--- src/design/mbt_pkg.sv ---
// mbt_pkg: shared constants, operation codes and width helpers for the bag table
// used by the top level and its checker; depends on nothing
package mbt_pkg;

	localparam int CAPACITY    = 64;
	localparam int VALUE_WIDTH = 32;
	localparam int IN_W        = 32;
	localparam int OUT_W       = 7;
	localparam int IDX_W       = (CAPACITY > 1) ? $clog2(CAPACITY) : 1;
	localparam int CNT_W       = $clog2(CAPACITY + 1);

	typedef logic [VALUE_WIDTH-1:0] value_t;
	typedef logic [IDX_W-1:0]       idx_t;
	typedef logic [CNT_W-1:0]       cnt_t;
	typedef logic [OUT_W-1:0]       out_t;

	typedef enum logic [1:0] {
		OP_ADD    = 2'd0,
		OP_REMOVE = 2'd1,
		OP_CLEAR  = 2'd2,
		OP_QUERY  = 2'd3
	} op_t;

	// low VALUE_WIDTH bits of the request value, zero filled when wider
	function automatic value_t to_value(logic [IN_W-1:0] x);
		logic [VALUE_WIDTH+IN_W-1:0] t;
		t = {{VALUE_WIDTH{1'b0}}, x};
		return t[VALUE_WIDTH-1:0];
	endfunction

	// count to result field width, keeping the low bits
	function automatic out_t to_out(cnt_t x);
		logic [CNT_W+OUT_W-1:0] t;
		t = {{OUT_W{1'b0}}, x};
		return t[OUT_W-1:0];
	endfunction

endpackage

--- src/design/mbt_ram.sv ---
// mbt_ram: generic simple dual port ram, one write port and one registered read port
// no package dependency
module mbt_ram #(
	parameter int WIDTH = 32,
	parameter int DEPTH = 64,
	parameter int AW    = (DEPTH > 1) ? $clog2(DEPTH) : 1
) (
	input  logic             clk,
	input  logic             we,
	input  logic [AW-1:0]    waddr,
	input  logic [WIDTH-1:0] wdata,
	input  logic [AW-1:0]    raddr,
	output logic [WIDTH-1:0] rdata
);

	logic [WIDTH-1:0] mem [DEPTH];

	always_ff @(posedge clk) begin
		if (we) begin
			mem[waddr] <= wdata;
		end
		rdata <= mem[raddr];
	end

endmodule

--- src/design/multiset_bag_table.sv ---
// multiset_bag_table: fixed capacity unordered multiset held in one value ram
// depends on mbt_pkg and mbt_ram
//
// A request is taken when start is high and busy is low; its result appears, registered,
// in the cycle after it is taken or after the end of a scan, on the result ports for a
// single cycle marked by done, and cannot be held off. Add and clear leave the block
// idle, so a new request can be taken in the very next cycle. Remove and query scan the
// used entries through the single ram read port, one entry per cycle; a remove that
// finds its value ends the scan there, then reads the final entry and writes it into
// the freed slot. After reset the bag is empty; no clearing pass is needed.
module multiset_bag_table (
	input  logic                       clk,
	input  logic                       arst_n,
	input  logic                       start,
	output logic                       busy,
	input  logic [1:0]                 operation,
	input  logic [mbt_pkg::IN_W-1:0]   item_value,
	output logic                       done,
	output logic                       success,
	output logic [mbt_pkg::OUT_W-1:0]  match_count,
	output logic signed [mbt_pkg::OUT_W-1:0] first_position,
	output logic [mbt_pkg::OUT_W-1:0]  entries_in_use,
	output logic                       is_empty
);

	import mbt_pkg::*;

	typedef enum logic [3:0] {
		S_IDLE = 4'b0001,
		S_SCAN = 4'b0010,
		S_MVRD = 4'b0100,
		S_MVWR = 4'b1000
	} state_t;

	state_t state_q;
	cnt_t   count_q;
	cnt_t   a_q;
	logic   vld_s1;
	idx_t   a_s1;
	logic   done_q;

	op_t    op_q;
	value_t val_q;
	logic   fnd_q;
	idx_t   pos_q;
	cnt_t   cnt_q;

	logic   success_q;
	cnt_t   mcnt_q;
	logic   pos_vld_q;
	idx_t   pos_out_q;
	cnt_t   used_q;

	logic   accept;
	op_t    op_in;
	logic   room;
	logic   issue;
	logic   hit;
	cnt_t   last;

	logic   ram_we;
	idx_t   ram_waddr;
	value_t ram_wdata;
	idx_t   ram_raddr;
	value_t ram_rdata;

	logic   res_fire;
	logic   res_ok;
	cnt_t   res_cnt;
	logic   res_pos_vld;
	idx_t   res_pos;
	cnt_t   res_used;

	assign busy   = (state_q != S_IDLE);
	assign accept = start && !busy;
	assign op_in  = op_t'(operation);
	assign room   = (count_q < CNT_W'(CAPACITY));
	assign issue  = (a_q < count_q);
	assign hit    = vld_s1 && (ram_rdata == val_q);
	assign last   = count_q - CNT_W'(1);

	// add writes at the fill point, the move writes the last entry into the freed slot
	assign ram_we    = (accept && op_in == OP_ADD && room) || (state_q == S_MVWR);
	assign ram_waddr = (state_q == S_MVWR) ? pos_q : count_q[IDX_W-1:0];
	assign ram_wdata = (state_q == S_MVWR) ? ram_rdata : to_value(item_value);
	assign ram_raddr = (state_q == S_SCAN) ? a_q[IDX_W-1:0] : last[IDX_W-1:0];

	mbt_ram #(
		.WIDTH(VALUE_WIDTH),
		.DEPTH(CAPACITY)
	) u_store (
		.clk  (clk),
		.we   (ram_we),
		.waddr(ram_waddr),
		.wdata(ram_wdata),
		.raddr(ram_raddr),
		.rdata(ram_rdata)
	);

	always_comb begin
		res_fire    = 1'b0;
		res_ok      = 1'b0;
		res_cnt     = '0;
		res_pos_vld = 1'b0;
		res_pos     = pos_q;
		res_used    = count_q;
		unique case (state_q)
			S_IDLE: begin
				if (accept && op_in == OP_ADD) begin
					res_fire = 1'b1;
					res_ok   = room;
					res_used = room ? count_q + CNT_W'(1) : count_q;
				end else if (accept && op_in == OP_CLEAR) begin
					res_fire = 1'b1;
					res_ok   = 1'b1;
					res_used = '0;
				end
			end
			S_SCAN: begin
				// scan over: nothing issued and nothing in flight
				if (!issue && !vld_s1) begin
					res_fire    = 1'b1;
					res_ok      = fnd_q;
					res_cnt     = cnt_q;
					res_pos_vld = fnd_q;
				end
			end
			S_MVRD: begin
			end
			S_MVWR: begin
				res_fire    = 1'b1;
				res_ok      = 1'b1;
				res_pos_vld = 1'b1;
				res_used    = last;
			end
			default: begin
			end
		endcase
	end

	always_ff @(posedge clk or negedge arst_n) begin
		if (!arst_n) begin
			state_q <= S_IDLE;
			count_q <= '0;
			a_q     <= '0;
			vld_s1  <= 1'b0;
			done_q  <= 1'b0;
		end else begin
			done_q <= res_fire;
			unique case (state_q)
				S_IDLE: begin
					a_q    <= '0;
					vld_s1 <= 1'b0;
					if (accept) begin
						case (op_in)
							OP_ADD: begin
								if (room) begin
									count_q <= count_q + CNT_W'(1);
								end
							end
							OP_CLEAR: count_q <= '0;
							default:  state_q <= S_SCAN;
						endcase
					end
				end
				S_SCAN: begin
					vld_s1 <= issue;
					if (issue) begin
						a_q <= a_q + CNT_W'(1);
					end
					if (op_q == OP_REMOVE && hit) begin
						state_q <= S_MVRD;
					end else if (!issue && !vld_s1) begin
						state_q <= S_IDLE;
					end
				end
				S_MVRD: state_q <= S_MVWR;
				S_MVWR: begin
					count_q <= last;
					state_q <= S_IDLE;
				end
				default: state_q <= S_IDLE;
			endcase
		end
	end

	always_ff @(posedge clk) begin
		a_s1 <= a_q[IDX_W-1:0];
		if (accept) begin
			op_q  <= op_in;
			val_q <= to_value(item_value);
			fnd_q <= 1'b0;
			cnt_q <= '0;
		end else if (state_q == S_SCAN && hit) begin
			cnt_q <= cnt_q + CNT_W'(1);
			if (!fnd_q) begin
				fnd_q <= 1'b1;
				pos_q <= a_s1;
			end
		end
		if (res_fire) begin
			success_q <= res_ok;
			mcnt_q    <= res_cnt;
			pos_vld_q <= res_pos_vld;
			pos_out_q <= res_pos;
			used_q    <= res_used;
		end
	end

	assign done           = done_q;
	assign success        = success_q;
	assign match_count    = to_out(mcnt_q);
	assign first_position = pos_vld_q ? to_out(CNT_W'(pos_out_q)) : '1;
	assign entries_in_use = to_out(used_q);
	assign is_empty       = (used_q == '0);

endmodule

--- config.mk ---
export PLATFORM = sky130hd
export DESIGN_NAME = multiset_bag_table
export DESIGN_NICKNAME = d
export VERILOG_FILES = /design/src/design/mbt_pkg.sv /design/src/design/mbt_ram.sv /design/src/design/multiset_bag_table.sv
export SDC_FILE = /design/constraint.sdc
export NUM_CORES = 2
export LEC_CHECK = 0
export BUFFER_PORTS_ARGS = -buffer_cell sky130_fd_sc_hd__buf_4
export CELL_PAD_IN_SITES_DETAIL_PLACEMENT = 0
export CELL_PAD_IN_SITES_GLOBAL_PLACEMENT = 1
export CORE_UTILIZATION = 56
export DETAILED_ROUTE_END_ITERATION = 12
export PLACE_DENSITY = 0.78
export RECOVER_POWER = 100
export SLEW_MARGIN = 25
export SYNTH_ARGS = -nofsm -noshare
export SYNTH_HDL_FRONTEND = slang
export SYNTH_HIERARCHICAL = 1
export SYNTH_SLANG_ARGS = --single-unit
--- constraint.sdc ---
create_clock -name clk -period 14.3 [get_ports clk]
set_clock_uncertainty 0.1 [all_clocks]
set_input_delay 0 -clock clk [delete_from_list [all_inputs] [get_ports clk]]
set_output_delay 0 -clock clk [all_outputs]
set_load 0.02 [all_outputs]
Word level (Yosys, flattened, before mapping)
Memory sizes are Yosys's and may differ from the RTL's. A register that Yosys moved wholly into a read port is not among the register bits. Cells that the tools add are included.

Eq/ne operators: 13. Reduce and logical (&&, ||, !) cells: 22. Magnitude comparators: 2. Bitwise operators: 2. $add $sub $neg: 4. Multiplexer cells: 29.

Operators with widths (count): $pmux W7 S2 (4); $mux W7 (6); $eq A32 B32 Y1 (1); $mux W32 (1); $add A7 B1 Y7 const B (3); $mux W4 (4); $mux W6 (2); $pmux W4 S3 (1); $reduce_and A3 Y1 (3); $logic_and A1 B1 Y1 (8); $logic_not A7 Y1 (1); $lt A7 B7 Y1 (1); $lt A7 B7 Y1 const B (1); $mux W1 (7); $sub A7 B1 Y7 const B (1); $ne A2 B2 Y1 const B (3); $pmux W1 S3 (2); $eq A4 B1 Y1 const B (1); $eq A4 B2 Y1 const B (1); $eq A4 B3 Y1 const B (1); $eq A4 B4 Y1 const B (1); $ne A4 B1 Y1 const B (1); $pmux W1 S2 (2); $reduce_and A2 Y1 (2); other kinds (10) (14).

Register bits: 96. Output and inout bits: 25. Input port bits: 37. Memory bits (writable): 2048. Logic and storage cells: 89. Memories: 1.

Memories: u_store.mem (depth 64, width 32, read ports 1, clocked after Yosys merged registers in 1, wr ports 1, line mbt_ram.sv:16) `logic [WIDTH-1:0] mem [DEPTH];`.

Longest topological paths before layout
Depth in word-level cells: 8. Gate-level depth with buffers: 15.

Cells and area by module
Netlist, hierarchy kept.

By module, submodules not included: mbt_ram (cells each 3324, area an instance 78515.3 um^2, sequential area each 62139.6 um^2, times used 1); multiset_bag_table (cells each 464, area an instance 4828.4 um^2, sequential area each 2643.8 um^2, times used 1).

Worst setup path after synthesis
OpenSTA, ideal clock, no wires.

Kind: register -> register. Start point: register state_q[0]. End point: memory u_store.mem[49][0] (enable). Setup time: 461 ps. Slack: 9425 ps. Arrival: 4315 ps. Cell stages (with the launch flop): 8. Period minus slack after synthesis: 4875 ps. Data required time: 13739 ps. Path through: dfstp_2 > nor4b_4 > nand3b_2 > buf_2 > o31ai_1 > nor2b_1 > nand4_1 > nor3_1.

Word-level cells in the longest chain between the ends: 8. Elaborated cells on any way between the ends: 10.

Ends and longest elaborated chain: start: declaration (line multiset_bag_table.sv:35) `state_t state_q;`; start signal: assignment (line multiset_bag_table.sv:143) `state_q <= S_IDLE;`; start signal: assignment (line multiset_bag_table.sv:162) `default: state_q <= S_SCAN;`; start signal: assignment (line multiset_bag_table.sv:172) `state_q <= S_MVRD;`; $ne A4 B1 Y1 (line multiset_bag_table.sv:74) `assign busy = (state_q != S_IDLE);`; $logic_not A1 Y1 (line multiset_bag_table.sv:75) `assign accept = start && !busy;`; $logic_and A1 B1 Y1 (line multiset_bag_table.sv:75); $logic_and A1 B1 Y1 (2 in a row) (line multiset_bag_table.sv:83) `assign ram_we = (accept && op_in == OP_ADD && room) || (state_q == S_MVWR);`; $logic_or A1 B1 Y1 * (line multiset_bag_table.sv:83); via ram_we (line multiset_bag_table.sv:61) `logic ram_we;`; $mux W1 * (line mbt_ram.sv:19) `if (we) begin`; $mux W1 (not written as such) * (line mbt_ram.sv:20) `mem[waddr] <= wdata;`; end: declaration (line mbt_ram.sv:16).

The timed path passes the listed nets; every way through them passes the cells marked *.

Final worst setup path
Start point: register state_q[0]. End point: register u_store.rdata[22], read port of u_store.mem.

Word-level cells in the longest chain between the ends: 2.

Ends and longest elaborated chain: $eq A4 B2 Y1 (line multiset_bag_table.sv:86) `assign ram_raddr = (state_q == S_SCAN) ? a_q[IDX_W-1:0] : last[IDX_W-1:0];`; $mux W6 (line multiset_bag_table.sv:86); via ram_raddr[0] (line multiset_bag_table.sv:64) `idx_t ram_raddr;`; end: declaration (line mbt_ram.sv:13) `output logic [WIDTH-1:0] rdata`.

The timed path passes the listed nets, and every way through them passes these cells. A chain may end at the register's enable or synchronous reset.

==> run summary <==
The run finished, with violations left. The final reports fail on max-capacitance violations, max-slew violations. The data required time at the worst endpoint came out at 14910 ps. The final hold violation count came to 0. The number of nets produced by synthesis is roughly 3800. Setup repair after global routing left no endpoint under its margin. Counting the buffers created by CTS gives 205. On the final layout, the worst hold slack is 226 ps. The worst setup path category is register to register.

The die boundary width came out at roughly 390 um. Leaving out fill and tap cells, the most frequent cell in the layout is sky130_fd_sc_hd__edfxtp_1. The detailed-route wire length is between 200000 and 250000 um. The count of standard-cell rows came out at approximately 140. The slew at the pin with the worst max-slew slack came out at 3640 ps. The initial detailed-routing violation count came out at 4953.

Across the VDD grid, the largest voltage drop is around 0.14 mV. The area of the core region came out at 148000 um^2. For the worst flop-to-flop path, the logic depth is 9. The setup TNS after final layout came out at 0 ps. Synthesis inferred 2176 register bits.

The clock sink count is 2176. The antenna violation net count after detailed routing came out at 0. STA classifies the critical path endpoint as a register. The initial antenna violation count came to 2.

The fraction of layout instances using a drive strength above 1 came out at 0.223. The total power per unit cell area came out at 132 nW/um^2. In this run the tightest slew margin relative to its limit is -1.43. The number of distinct standard cells referenced by the synthesized netlist is 63.

The port buffer count is 61. The area after detailed placement came out at just under 90000 um^2. The count of cells along the worst hold path came out at 4. The number of global-route vias before repair came to 40524. The startpoint identified for the worst hold timing path is operation[1].

The reported leakage power came out at 29.0 nW. In the final routed layout, each cell accounts on average for 33.1 um. The placed wire-length estimate after detailed placement is 105000 um. The largest net degree at the start of global routing is 119.

The reg2reg setup slack came out at approximately 5600 ps. STA classifies the critical path startpoint as a register. The startpoint identified for the worst register-to-register timing path is state_q[0]$_DFFE_PN1P_. Across the run, the number of max-cap violations was 104. The path with the worst hold slack has its endpoint at count_q[0]$_DFFE_PN0P_. After synthesis, the share of flip-flops with an asynchronous set or reset is 0.00919. The maximum clock frequency is 115 MHz. The post-synthesis instance area came out at about 83000 um^2.

Leaving out fill and tap cells, the most frequent cells in the layout are 2110 x sky130_fd_sc_hd__edfxtp_1, 544 x sky130_fd_sc_hd__mux4_2, 207 x sky130_fd_sc_hd__clkbuf_16. The endpoint identified for the worst register-to-register timing path is u_store/rdata[22]$_DFF_P_. The worst-case clock buffer depth came out at 3. After clock tree synthesis, the clock-pin slew on the worst setup and hold paths is 60 ps.

Of the available clock period, the critical path in the final layout requires 0.608. The most used flip-flop cell after synthesis is sky130_fd_sc_hd__edfxtp_1. The number of warnings issued by yosys came out at 6. The cell area after layout came out at 93200 um^2. The post-CTS setup-driven buffer insertion count is 0. The final route contains 40700 vias. Along the worst path, the maximum fanout reaches 107. Across every metal layer, demand over resource in global routing totals 0.273.

During I/O placement, the number of pins put on the boundary was 62. The min-delay analysis places its worst path in the category primary input to register. The quantity of gates resized following cts is 0. TritonCTS built the clock tree. At the end of the flow, the number of nets in the layout was 4074. In this run the clock root is driven by a sky130_fd_sc_hd__clkbuf_16. The first global-routing pass estimated 290000 um of wire. The total congestion overflow came out at 0. The sequential area share after synthesis is 0.777. The number of enable-type register cells in the synthesized netlist is 2110.

The number of optimization iterations in the first detailed-route pass came out at 7. Synthesis produced a netlist whose cell count is about 3800. The die area is 150000 um^2. The setup violation total in the final timing report is 0. The clock latency on the worst-skew pair is roughly 850 ps. The die span in y is 388 um. The maximum level of the CTS H-tree came out at 4.

Routability-driven placement finished with a final weighted congestion of 0.804. After detailed routing, the number of vias per cell comes to 6.64. The count of pins over their slew limit was 4436. The starting density of the core came out at 0.564. The clock period minus final worst setup slack is 8690 ps. The post-route DRC violation count came out at 0.

A synthesized cell averages 22.0 um^2. The area overhead of the layout relative to synthesis came out at 11.8%. The arrival time at the worst endpoint came out at just over 9000 ps.
state kept, by name, indices dropped and copies added (netlist names), 2 cells and up:
name,cells
u_store/mem,2048
u_store/rdata,32
val_q,32
a_q,7
cnt_q,7
count_q,7
entries_in_use,7
match_count,7
a_s1,6
pos_out_q,6
pos_q,6
state_q,4
op_q,2
cells in the mapped netlist (all sizes together), types with 15 or more instances:
cell	instances	area, um^2
nand4	15	93.8
o22ai	85	532
xnor2	29	254
edfxtp	2110	63400
clkbuf	88	330
nand2b	20	125
o221ai	35	307
mux2i	99	991
nor3	16	90.1
a21oi	80	404
dfxtp	46	921
nor2b	15	93.8
buf	116	648
nand2	145	544
o21ai	18	90.1
nor2	155	582
dfrtp	19	475
mux4	544	12300
power by group:
group | internal (mW) | total (mW) | switching, mW | leakage [nW]
clock | 2.93 | 5.22 | 2.29 | 3.14
sequential | 7.00 | 7.00 | 0 | 19.6
combinational | 0.0168 | 0.117 | 0.101 | 6.31
per-stage QoR:
step,instances,utilization,setup slack (ps),power (mW)
5_1_grt,6131,0.631,4860,12.6
4_1_cts,6128,0.636,8320,12.4
6_report,6132,0.631,5610,12.3
3_5_place_dp,5676,0.587,8320,7.23
3_3_place_gp,5676,0.587,8320,7.23
2_1_floorplan,3788,-,9420,7.17
kinds of logic (layout without fill, tap and decap cells):
logic type               count (synthesis)  in the layout  synth area share
AO/OA/AOI/OAI                          270            270            0.0213
XOR/XNOR                                36             36           0.00378
adder cells (fa/ha/maj)                 10             10           0.00150
buffers and inverters                  216            629            0.0123
flip-flops                            2176           2176             0.777
multiplexers                           644            644             0.159
other                                    0              1                 0
AND/OR/NAND/NOR                        436            436            0.0248
worst max-delay path: stages, from the launching register on:
cell and delay (ps):
sky130_fd_sc_hd__dfstp_1 440, sky130_fd_sc_hd__or4b_1 930, sky130_fd_sc_hd__a21oi_1 2060, sky130_fd_sc_hd__clkbuf_1 1920, sky130_fd_sc_hd__buf_16 470, sky130_fd_sc_hd__buf_12 730
sky130_fd_sc_hd__mux4_2 600, sky130_fd_sc_hd__mux4_2 470, sky130_fd_sc_hd__o22ai_1 430, sky130_fd_sc_hd__nor2_1 100
metal layers:
layer | global-route usage | wire length, um | vias up
met4 | 0.0915 | 6960 | 2
met5 | 0 | 16 | -
li1 | - | - | 16401
met1 | 0.386 | 75900 | 21539
met3 | 0.0567 | 22100 | 363
met2 | 0.431 | 97800 | 2395
timing repair:
action,CTS,global route
setup endpoints to repair,0,0
hold buffers,71,1
endpoints found under the hold margin,412,19
worst max-delay path by stage:
stage	end	from	depth (start not counted)	slack (ps)
after floorplan	u_store/mem[49][0]$_DFFE_PP_	state_q[0]$_DFFE_PN1P_	7	9420
after global placement	u_store/rdata[6]$_DFF_P_	state_q[3]$_DFFE_PN0P_	8	8320
after detailed placement	u_store/rdata[6]$_DFF_P_	state_q[3]$_DFFE_PN0P_	8	8320
after CTS	u_store/rdata[6]$_DFF_P_	state_q[3]$_DFFE_PN0P_	8	8320
after global routing	u_store/rdata[9]$_DFF_P_	state_q[0]$_DFFE_PN1P_	9	4860
final	u_store/rdata[22]$_DFF_P_	state_q[0]$_DFFE_PN1P_	9	5610
area by class of cell:
cell class	instances	area [um^2]
Timing Repair Buffer	236	1550
Clock buffer	265	5430
Antenna cell	1	2.50
Sequential cell	2176	64800
Multi-Input combinational cell	1396	18000
Inverter	12	45.0
Clock inverter	116	991
Tap cell	1930	2410
Fill cell	9779	54500
(Power assumes the default switching activity.)
